`src/sv/rgbhsl_pkg.sv`:
```
// Shared types and constants for the RGB to HSL pixel pipeline.
package rgbhsl_pkg;

  // Channel and field widths
  localparam int CH_W    = 8;                 // one color channel
  localparam int DEN_W   = CH_W + 1;          // divisor, up to 256
  localparam int REM_W   = CH_W + 1;          // partial remainder, at most the divisor
  localparam int QUO_W   = CH_W;              // saturation quotient bits
  localparam int NUM_W   = CH_W + 4;          // signed hue numerator, -255..1275
  localparam int MAG_W   = NUM_W - 1;         // hue numerator magnitude
  localparam int HUE_W   = 9;                 // signed scaled hue

  // Divide by six as multiply by ceil(2^18/6), exact for magnitudes below 2^16
  localparam int              RECIP_W   = 16;
  localparam logic [RECIP_W-1:0] HUE_RECIP = 16'd43691;
  localparam int              HUE_SHIFT = 18;
  localparam int              PROD_W    = MAG_W + RECIP_W;

  // Number of divider cells in the chain
  localparam int NUM_CELLS = QUO_W;

  // Payload that moves along the divider chain
  typedef struct packed {
    logic [REM_W-1:0] rem;       // partial remainder
    logic [DEN_W-1:0] den;       // saturation divisor
    logic [QUO_W-1:0] quo;       // quotient bits so far
    logic             sat_max;   // quotient would reach 256 or more
    logic [MAG_W-1:0] num_mag;   // hue numerator magnitude
    logic             num_neg;   // hue numerator sign
    logic [CH_W-1:0]  light;
    logic [CH_W-1:0]  mult;
  } cell_data_t;

  // Payload after the hue multiply
  typedef struct packed {
    logic [PROD_W-1:0] prod;     // magnitude times reciprocal
    logic              num_neg;
    logic [QUO_W-1:0]  quo;
    logic              sat_max;
    logic [CH_W-1:0]   light;
    logic [CH_W-1:0]   mult;
  } mul_data_t;

endpackage

```
`src/sv/rgbhsl_front.sv`:
```
// Front stage: channel max/min, divisor, hue numerator and lightness.
module rgbhsl_front (
  input  logic                      clk,
  input  logic                      rst,
  input  logic                      load,
  input  logic                      in_valid,
  input  logic [23:0]               pixel_rgb,
  output logic                      out_valid,
  output rgbhsl_pkg::cell_data_t    out_data
);
  import rgbhsl_pkg::*;

  logic [CH_W-1:0]  r, g, b, hi, lo, d;
  logic             red_max, green_max;
  logic [CH_W:0]    s;
  logic [DEN_W-1:0] den, den_eff;
  logic [NUM_W-1:0] num;
  logic [NUM_W-1:0] num_abs;
  cell_data_t       data_next;

  assign r = pixel_rgb[23:16];
  assign g = pixel_rgb[15:8];
  assign b = pixel_rgb[7:0];

  // Maximum with red over green over blue on ties
  always_comb begin
    red_max   = (r >= g) && (r >= b);
    green_max = !red_max && (g >= b);
    if (red_max) begin
      hi = r;
    end else if (green_max) begin
      hi = g;
    end else begin
      hi = b;
    end
    lo = r;
    if (g < lo) lo = g;
    if (b < lo) lo = b;
  end

  assign d = hi - lo;
  assign s = {1'b0, hi} + {1'b0, lo};

  // Divisor mirrors around mid gray; a gray pixel divides by one to give zero
  always_comb begin
    if (s[CH_W]) begin
      den = DEN_W'(10'd512 - {1'b0, s});
    end else begin
      den = DEN_W'(s);
    end
    den_eff = (d == '0) ? DEN_W'(1) : den;
  end

  // Hue numerator per sector
  always_comb begin
    if (red_max) begin
      num = NUM_W'({4'b0, g}) - NUM_W'({4'b0, b});
    end else if (green_max) begin
      num = NUM_W'({d, 1'b0}) + NUM_W'({4'b0, b}) - NUM_W'({4'b0, r});
    end else begin
      num = NUM_W'({d, 2'b0}) + NUM_W'({4'b0, r}) - NUM_W'({4'b0, g});
    end
    num_abs = num[NUM_W-1] ? (~num + NUM_W'(1)) : num;
  end

  always_comb begin
    data_next.rem     = REM_W'(d);
    data_next.den     = den_eff;
    data_next.quo     = '0;
    data_next.sat_max = ({1'b0, d} >= den_eff);
    data_next.num_mag = num_abs[MAG_W-1:0];
    data_next.num_neg = num[NUM_W-1];
    data_next.light   = s[CH_W:1];
    data_next.mult    = (d == '0) ? CH_W'(1) : d;
  end

  // Stage register
  always_ff @(posedge clk) begin
    if (rst) begin
      out_valid <= 1'b0;
    end else if (load) begin
      out_valid <= in_valid;
    end
    if (load && in_valid) begin
      out_data <= data_next;
    end
  end

endmodule

```
`src/sv/rgbhsl_cell.sv`:
```
// Divider cell: one restoring step of the saturation quotient per stage.
module rgbhsl_cell (
  input  logic                      clk,
  input  logic                      rst,
  input  logic                      load,
  input  logic                      in_valid,
  input  rgbhsl_pkg::cell_data_t    in_data,
  output logic                      out_valid,
  output rgbhsl_pkg::cell_data_t    out_data
);
  import rgbhsl_pkg::*;

  logic [REM_W:0] rem2;
  logic           take;
  cell_data_t     data_next;

  // Shift remainder, subtract divisor when it fits
  always_comb begin
    rem2      = {in_data.rem, 1'b0};
    take      = rem2 >= {1'b0, in_data.den};
    data_next = in_data;
    if (take) begin
      data_next.rem = REM_W'(rem2 - {1'b0, in_data.den});
    end else begin
      data_next.rem = REM_W'(rem2);
    end
    data_next.quo = {in_data.quo[QUO_W-2:0], take};
  end

  // Stage register
  always_ff @(posedge clk) begin
    if (rst) begin
      out_valid <= 1'b0;
    end else if (load) begin
      out_valid <= in_valid;
    end
    if (load && in_valid) begin
      out_data <= data_next;
    end
  end

endmodule

```
`src/sv/rgbhsl_mul.sv`:
```
// Hue stage: numerator magnitude times the reciprocal of six.
module rgbhsl_mul (
  input  logic                      clk,
  input  logic                      rst,
  input  logic                      load,
  input  logic                      in_valid,
  input  rgbhsl_pkg::cell_data_t    in_data,
  output logic                      out_valid,
  output rgbhsl_pkg::mul_data_t     out_data
);
  import rgbhsl_pkg::*;

  mul_data_t data_next;

  always_comb begin
    data_next.prod    = PROD_W'(in_data.num_mag) * PROD_W'(HUE_RECIP);
    data_next.num_neg = in_data.num_neg;
    data_next.quo     = in_data.quo;
    data_next.sat_max = in_data.sat_max;
    data_next.light   = in_data.light;
    data_next.mult    = in_data.mult;
  end

  // Stage register
  always_ff @(posedge clk) begin
    if (rst) begin
      out_valid <= 1'b0;
    end else if (load) begin
      out_valid <= in_valid;
    end
    if (load && in_valid) begin
      out_data <= data_next;
    end
  end

endmodule

```
`src/sv/rgb_to_hsl_scaled_hue_top.sv`:
```
// Top level: RGB888 to HSL with scaled hue, pipelined divider chain.
//
//   Channel | Handshake          | Payload
//   --------+--------------------+--------------------------------------------
//   in      | in_valid/in_stall  | pixel_rgb[23:0]
//   out     | out_valid/out_stall| hue_scaled[8:0] signed, saturation[7:0],
//           |                    | lightness[7:0], hue_multiplier[7:0]
//
// One pixel per clock sustained while out_stall is low. Stages: front,
// eight divider cells (one saturation quotient bit each), hue multiply, output.
// Synchronous reset empties every stage; no item is lost or created.
// A stall on the output fills empty stages first; in_stall rises only
// when every stage holds a transaction and the output is stalled.
module rgb_to_hsl_scaled_hue_top (
  input  logic                             clk,
  input  logic                             rst,
  input  logic                             in_valid,
  output logic                             in_stall,
  input  logic [23:0]                      pixel_rgb,
  output logic                             out_valid,
  input  logic                             out_stall,
  output logic signed [rgbhsl_pkg::HUE_W-1:0] hue_scaled,
  output logic [7:0]                       saturation,
  output logic [7:0]                       lightness,
  output logic [7:0]                       hue_multiplier
);
  import rgbhsl_pkg::*;

  // Stage 0 is the front, 1..NUM_CELLS the cells, then multiply, then output
  localparam int MUL_IDX = NUM_CELLS + 1;
  localparam int OUT_IDX = NUM_CELLS + 2;

  logic [OUT_IDX:0]   ready;
  logic [MUL_IDX:0]   vld;
  cell_data_t         cdata [NUM_CELLS+1];
  mul_data_t          mdata;
  logic [HUE_W-1:0]   hue_mag;

  // Stage advances when it is empty or the next stage advances
  always_comb begin
    ready[OUT_IDX] = !out_valid || !out_stall;
    for (int k = MUL_IDX; k >= 0; k--) begin
      ready[k] = !vld[k] || ready[k+1];
    end
  end

  assign in_stall = !ready[0];

  rgbhsl_front u_front (
    .clk       (clk),
    .rst       (rst),
    .load      (ready[0]),
    .in_valid  (in_valid),
    .pixel_rgb (pixel_rgb),
    .out_valid (vld[0]),
    .out_data  (cdata[0])
  );

  // Divider chain
  for (genvar i = 0; i < NUM_CELLS; i++) begin : g_cell
    rgbhsl_cell u_cell (
      .clk       (clk),
      .rst       (rst),
      .load      (ready[i+1]),
      .in_valid  (vld[i]),
      .in_data   (cdata[i]),
      .out_valid (vld[i+1]),
      .out_data  (cdata[i+1])
    );
  end

  rgbhsl_mul u_mul (
    .clk       (clk),
    .rst       (rst),
    .load      (ready[MUL_IDX]),
    .in_valid  (vld[NUM_CELLS]),
    .in_data   (cdata[NUM_CELLS]),
    .out_valid (vld[MUL_IDX]),
    .out_data  (mdata)
  );

  // Quotient by six from the product; the sign is restored in the output register
  assign hue_mag = mdata.prod[HUE_SHIFT +: HUE_W];

  // Output register
  always_ff @(posedge clk) begin
    if (rst) begin
      out_valid <= 1'b0;
    end else if (ready[OUT_IDX]) begin
      out_valid <= vld[MUL_IDX];
    end
    if (ready[OUT_IDX] && vld[MUL_IDX]) begin
      hue_scaled     <= mdata.num_neg ? $signed(~hue_mag + HUE_W'(1)) : $signed(hue_mag);
      saturation     <= mdata.sat_max ? 8'hFF : mdata.quo;
      lightness      <= mdata.light;
      hue_multiplier <= mdata.mult;
    end
  end

  // An accepted pixel always lands in the front stage
  a_accept_lands: assert property (@(posedge clk) disable iff (rst)
    in_valid && !in_stall |=> vld[0])
    else $error("accepted pixel missing from front stage");

  // Input back-pressure only when the whole pipe is full and blocked
  a_stall_full: assert property (@(posedge clk) disable iff (rst)
    in_stall |-> out_valid && out_stall && (&vld))
    else $error("input stalled with room in the pipeline");

  // Hue stays in its range
  a_hue_range: assert property (@(posedge clk) disable iff (rst)
    out_valid |-> (hue_scaled >= -9'sd42) && (hue_scaled <= 9'sd212))
    else $error("hue out of range");

  // Nonzero hue means a colored pixel, which has nonzero saturation
  a_hue_sat: assert property (@(posedge clk) disable iff (rst)
    out_valid && (hue_scaled != '0) |-> (saturation != '0))
    else $error("hue without saturation");

endmodule
```
`config.mk`:
```
export PLATFORM = sky130hd
export DESIGN_NAME = rgb_to_hsl_scaled_hue_top
export DESIGN_NICKNAME = d
export VERILOG_FILES = /design/src/sv/rgbhsl_pkg.sv /design/src/sv/rgbhsl_front.sv /design/src/sv/rgbhsl_cell.sv /design/src/sv/rgbhsl_mul.sv /design/src/sv/rgb_to_hsl_scaled_hue_top.sv
export SDC_FILE = /design/constraint.sdc
export NUM_CORES = 1
export LEC_CHECK = 0
export BUFFER_PORTS_ARGS = -buffer_cell sky130_fd_sc_hd__buf_2
export CAP_MARGIN = 25
export CORE_MARGIN = 2
export CORE_UTILIZATION = 35
export DETAILED_ROUTE_END_ITERATION = 8
export PLACE_DENSITY = 0.55
export SKIP_LAST_GASP = 1
export SYNTH_ARGS = -nofsm -noshare
export SYNTH_HDL_FRONTEND = slang
export SYNTH_SLANG_ARGS = --single-unit
```
`constraint.sdc`:
```
create_clock -name clk -period 10.4 [get_ports clk]
set_input_delay 0.52 -clock clk [delete_from_list [all_inputs] [get_ports clk]]
set_output_delay 0.52 -clock clk [all_outputs]
set_load 0.05 [all_outputs]
```
Word level (Yosys, flattened, before mapping) --
Cells that the tools add are included. Widths: inputs -> output; s select.
Storage, ports and cells: register bits 537, bits in latches 0, RAM bits 0, ROM bits 0, input bits 28, output and inout port bits 35, word-level logic and storage cells 187, memories kept 0
Operators by class: add/sub/neg operators 17, multiply operators 1, div/mod/pow operators 0, order comparisons 14, eq/ne operators 0, shift operators 0, muxes and demuxes 17, bitwise logic cells 2, reductions and logical operators 39
Operator list (number):
- $mux 9 | 10
- $ge 10x9->1 | 7
- $sub 9x9->9 | 7
- $mux 8 | 4
- $mul 11x16->27 const B | 1
- $ge 8x8->1 | 3
- $mux 12 | 2
- $sub 12x8->12 | 2
- $lt 8x8->1 | 2
- $logic_not 1->1 | 14
- $logic_and 1x1->1 | 13
- $add 10x8->11 | 1
- $add 11x1->11 const B | 1
- $logic_or 1x1->1 | 11
- $mux 11 | 1
- $not 11->11 | 1
- $add 9x8->10 | 1
- $add 8x8->9 | 1
- $add 9x1->9 const B | 1
- $ge 8x9->1 | 1
- $ge 9x9->1 | 1
- $not 9->9 | 1
- $sub 1x9->9 const A | 1
- $sub 8x8->9 | 1
- other kinds (2) | 2

Depth between registers and ports, before layout --
depth after elaboration 14, depth in mapped cells 37, mapped depth without buffers 36

By module --
A second synthesis with hierarchy kept.
Second synthesis, totals: cells, all modules 2166, area, all modules 29663.4 um2
Modules (own cells, without submodules):
- rgbhsl_cell | times used 8, cells an instance 137, area an instance 2284.7 um2, sequential area each 1671.6 um2
- rgbhsl_front | times used 1, cells an instance 604, area an instance 5526.6 um2, sequential area each 1401.3 um2
- rgbhsl_mul | times used 1, cells an instance 381, area an instance 4518.1 um2, sequential area each 1611.5 um2
- rgb_to_hsl_scaled_hue_top | times used 1, cells an instance 85, area an instance 1341.3 um2, sequential area each 1011.0 um2

Worst setup path after synthesis --
Ideal clock, no wire load.
path type input to register, from input port pixel_rgb[9], to register u_front.out_data[25] in the netlist's numbering, data pin, setup time 274 ps, arrival time 7141 ps, data required time 10126 ps, setup slack 2985 ps, cell stages on the path 34, path buffers 3, path through inv_1 -> ha_1 -> nor2b_1 -> o211ai_1 -> a21o_1 -> nand2_1 -> clkbuf_1 -> o21ai_0 -> inv_1 -> ha_1 -> or2_2 -> a21o_1 -> o311a_1 -> o221ai_1 -> o21ai_1 -> clkbuf_1 -> mux2i_1 -> ha_1 -> o21bai_1 -> a21oi_1 -> xnor2_1 -> ha_1 -> a21oi_1 -> nand2_1 -> xor2_1 -> ha_1 -> or2_2 -> a21oi_1 -> a31oi_1 -> and2_1 -> o41ai_2 -> buf_6 -> o41ai_1 -> xor2_1
RTL lines:
- start, declared | RTL line rgb_to_hsl_scaled_hue_top.sv:19 | input logic [23:0] pixel_rgb,
- end signal, assigned | RTL line rgbhsl_front.sv:85 | out_data <= data_next;
- end, declared | RTL line rgbhsl_front.sv:9 | output rgbhsl_pkg::cell_data_t out_data

==> summary.md <==
| Metric | Value |
|---|---|
| Post-Synth Simple-Gate Area | `0.0665` |
| Final setup fails | `0` |
| Post-layout minimum cycle time | `8.12 ns` |
| Worst reg2reg path depth | `16` |
| Clock Tree Root | `clkbuf_16` |
| Worst path arrival time | `8.43 ns` |
| Post-synthesis mux area share | `0.0202` |
| Post-synthesis sequential area ratio | `0.604` |
| First-pass GRT wire length | `71900 um` |
| Rows | `99` |
| Post-CTS Setup Inserts | `0` |
| Worst setup EP type | `flop` |
| Tot GR Track Use | `0.116` |
| Die Height | `274 um` |
| Reg2reg setup slack | `4.41 ns` |
| Post-synth EDFFs | `508` |
| Initial antenna violation count | `0` |
| CP Launch Type | `input port` |
| Io pins | `63` |
| Clock Skews | `0.0161 ns` |
| Synth Net Count | `2167` |
| Number of global-route vias before repair | `14300` |
| Detailed-route wire length | `42300 um` |
| Post-DR wirelength/cell | `14.3 um` |
| Critical-path top delay cell | `o41ai_2` |
| Final hold viol count | `0` |
| Maximum fanout along the worst path | `14` |
| RR Startpoint | `g_cell[7].u_cell.out_data[24]` |
| Synth Area in XOR/XNOR | `0.0380` |
| ANT cells | `0` |
| GP Congestion | `0.860` |
| Initial drt markers | `750` |
| Number of port buffers | `62` |
| Critical Path RT | `10.71 ns` |
| Initial Util | `0.352` |
| Leak | `11.4 nW` |
| Hold path depth | `3` |
| Post-DP Area | `0.0272 mm^2` |
| Bufs on Longest Clock Path | `3` |
| RSZ-0062 raised after global routing | `false` |
| Tightest Pin Transition | `1.02 ns` |
| Synth-to-Final Area Change | `12.7%` |
| Core ar. | `0.0727 mm^2` |
| Worst setup path class | `in -> reg` |
| Avg Inst Size Synth | `13.8 um^2` |
| Compound-Gate Fraction of Synth Area | `0.0827` |
| Yosys warning total | `0` |
| Hold endpoint | `out_valid` |
| Routed vias/inst | `4.63` |
| Power per cell area | `227 mW/mm^2` |
| Post_cts resized | `0` |
| Max cap viols | `0` |
| Async SR Flop Fraction | `0` |
| Max-slew violations | `0` |
| Reg2Reg Capture Point | `u_mul.out_data[52]` |
| Share of layout cells above drive strength 1 | `0.102` |
| P_sw | `2.05 mW` |
| Die area | `0.0753 mm^2` |
| Slew headroom | `0.314` |
| Largest family of logic cells by synthesized area | `adder cells` |
| Post-synth cell types | `61` |
| Fraction of the cycle the final worst path needs | `0.781` |
| Cells after synthesis | `1854` |
| Peak VDD IR | `0.000145 V` |
| CP peak stage delay | `0.85 ns` |
| CTS clk-pin slew, worst paths | `0.06 ns` |
| Comb power frac | `0.333` |
| Post-route antenna net violation count | `0` |
| 1st-pass router iterations | `5` |
| Vias post-DR | `13700` |
| Final Cell Area | `0.0289 mm^2` |
| Setup tns final | `0 ns` |
| Adder-cell share of the synthesized area | `0.155` |
| CTS Buf Count | `52` |
| Worst hold path type | `in -> reg` |
| Dpl hpwl | `32300 um` |
| Sw Ratio | `0.312` |
| Final nets | `2275` |
| H-tree Lvls | `2` |
| GRT Residual Overflow | `0` |
| Die W | `274 um` |
| Min-delay src | `out_stall` |
| # hold bufs at CTS | `0` |
| Synthesized area | `0.0256 mm^2` |
| Clk Latency, worst-skew pair | `0.58 ns` |
| CP most frequent cell | `ha_1` |
| TritonCTS Sinks | `519` |
| Max Clk Rate | `123 MHz` |
| Clk pwr share | `0.266` |
| Seq pwr share | `0.400` |
| Internal Power | `4.51 mW` |
| Status | `finished clean` |
| CTS tree | `done` |
| Top FF cell, synth | `edfxtp_1` |
| Largest net degree at the start of global routing | `55` |
| Synth Register Bits | `519` |
| # DRC | `0` |
-- sequential cells by signal (all words and copies together), names as in the netlist --
| name | cells |
|---|---|
| hue_scaled | 9 |
| saturation | 8 |
| u_front.out_valid | 1 |
| u_front.out_data | 46 |
| g_cell.u_cell.out_valid | 8 |
| out_valid | 1 |
| g_cell.u_cell.out_data | 394 |
| u_mul.out_data | 35 |
| hue_multiplier | 8 |
| lightness | 8 |
| u_mul.out_valid | 1 |
-- cells in the mapped netlist (18+ instances only) --
library cell  instances  area [um^2]
mux2_2               22          248
inv_1               200          751
and2_1               21          131
nor2b_1              31          194
o21ai_0              57          285
nand2b_1             30          188
a21o_1               78          586
clkbuf_1             18         67.6
ha_1                231         2890
xnor2_1              85          744
xor2_1               26          228
nand4_1              20          125
nor2_1              104          390
edfxtp_1            508        15300
nand2_1              59          221
fa_1                 54         1080
mux2i_1              27          270
a21oi_1              98          490
-- cell families (layout without fill, tap and decap cells) --
kind of cell / count (synthesis) / count (layout)
compound gates: 327 / 327
xor+xnor: 111 / 111
fa+ha+maj: 285 / 285
buf+inv: 222 / 372
flops: 519 / 519
mux: 49 / 49
simple gates: 341 / 341
-- critical path: cells and delay by family --
family	cells	cell delay, ns
fa+ha+maj	5	1.60
mux	1	0.40
xor+xnor	3	0.86
simple gates	6	1.30
compound gates	14	3.17
buf+inv	4	0.57
-- area by class of cell --
cell class              instances  area [um^2]
multi-input cells            1113         9380
repair buffers                 76          435
clock inverters                32          250
fillers                      6755        43800
well taps                     959         1200
clock buffers                  64         1380
flip-flops and latches        519        15500
inverters                     200          751
-- through the flow --
stage | cells | setup slack (ns) | hold slack (ns) | util | power, mW
after floorplan | 1854 | 2.99 | 0.400 | - | 4.33
after global placement | 2866 | 1.95 | 0.401 | 0.374 | 4.80
after detailed placement | 2866 | 1.71 | 0.405 | 0.374 | 4.83
after CTS | 2962 | 2.31 | 0.222 | 0.397 | 6.62
after global routing | 2963 | 1.55 | 0.232 | 0.397 | 6.99
final | 2963 | 2.28 | 0.266 | 0.397 | 6.56
-- layout by cell type (no fill, tap or decap), types with 22 or more instances in the layout --
cell type	netlist	routed
nor2b_1	31	28
ha_1	231	231
a21oi_1	98	98
a21o_1	78	78
mux2i_1	27	27
fa_1	54	54
o21ai_0	57	57
clkbuf_16	0	53
xnor2_1	85	85
xor2_1	26	26
nor2_1	104	103
edfxtp_1	508	508
buf_2	2	62
nand2b_1	30	30
mux2_2	22	22
nand2_1	59	59
inv_1	200	200
-- routing by layer --
layer  track usage  vias up  part of all wire
met5             0        -                 0
met4        0.0319        0             0.021
met3        0.0216       65             0.036
met2         0.198      185              0.48
met1         0.152     6534              0.47
li1              -     6933                 -
-- worst max-delay path by stage --
stage | cells after the start | slack (ns) | from | endpoint
6_report | 33 | 2.28 | pixel_rgb[9] | u_front.out_data[22]
2_1_floorplan | 34 | 2.99 | pixel_rgb[9] | u_front.out_data[25]
5_1_grt | 33 | 1.55 | pixel_rgb[9] | u_front.out_data[22]
4_1_cts | 33 | 2.31 | pixel_rgb[9] | u_front.out_data[22]
3_3_place_gp | 33 | 1.95 | pixel_rgb[9] | u_front.out_data[22]
3_5_place_dp | 33 | 1.71 | pixel_rgb[9] | u_front.out_data[22]
-- power groups by stage --
stage	Combinational [mW]	Sequential (mW)	Clock [mW]
after CTS	2.18	2.63	1.81
after global routing	2.44	2.65	1.90
after global placement	2.13	2.67	0
final	2.19	2.63	1.75
after detailed placement	2.15	2.68	0
after floorplan	1.69	2.64	0
(Power assumes the default switching activity.)
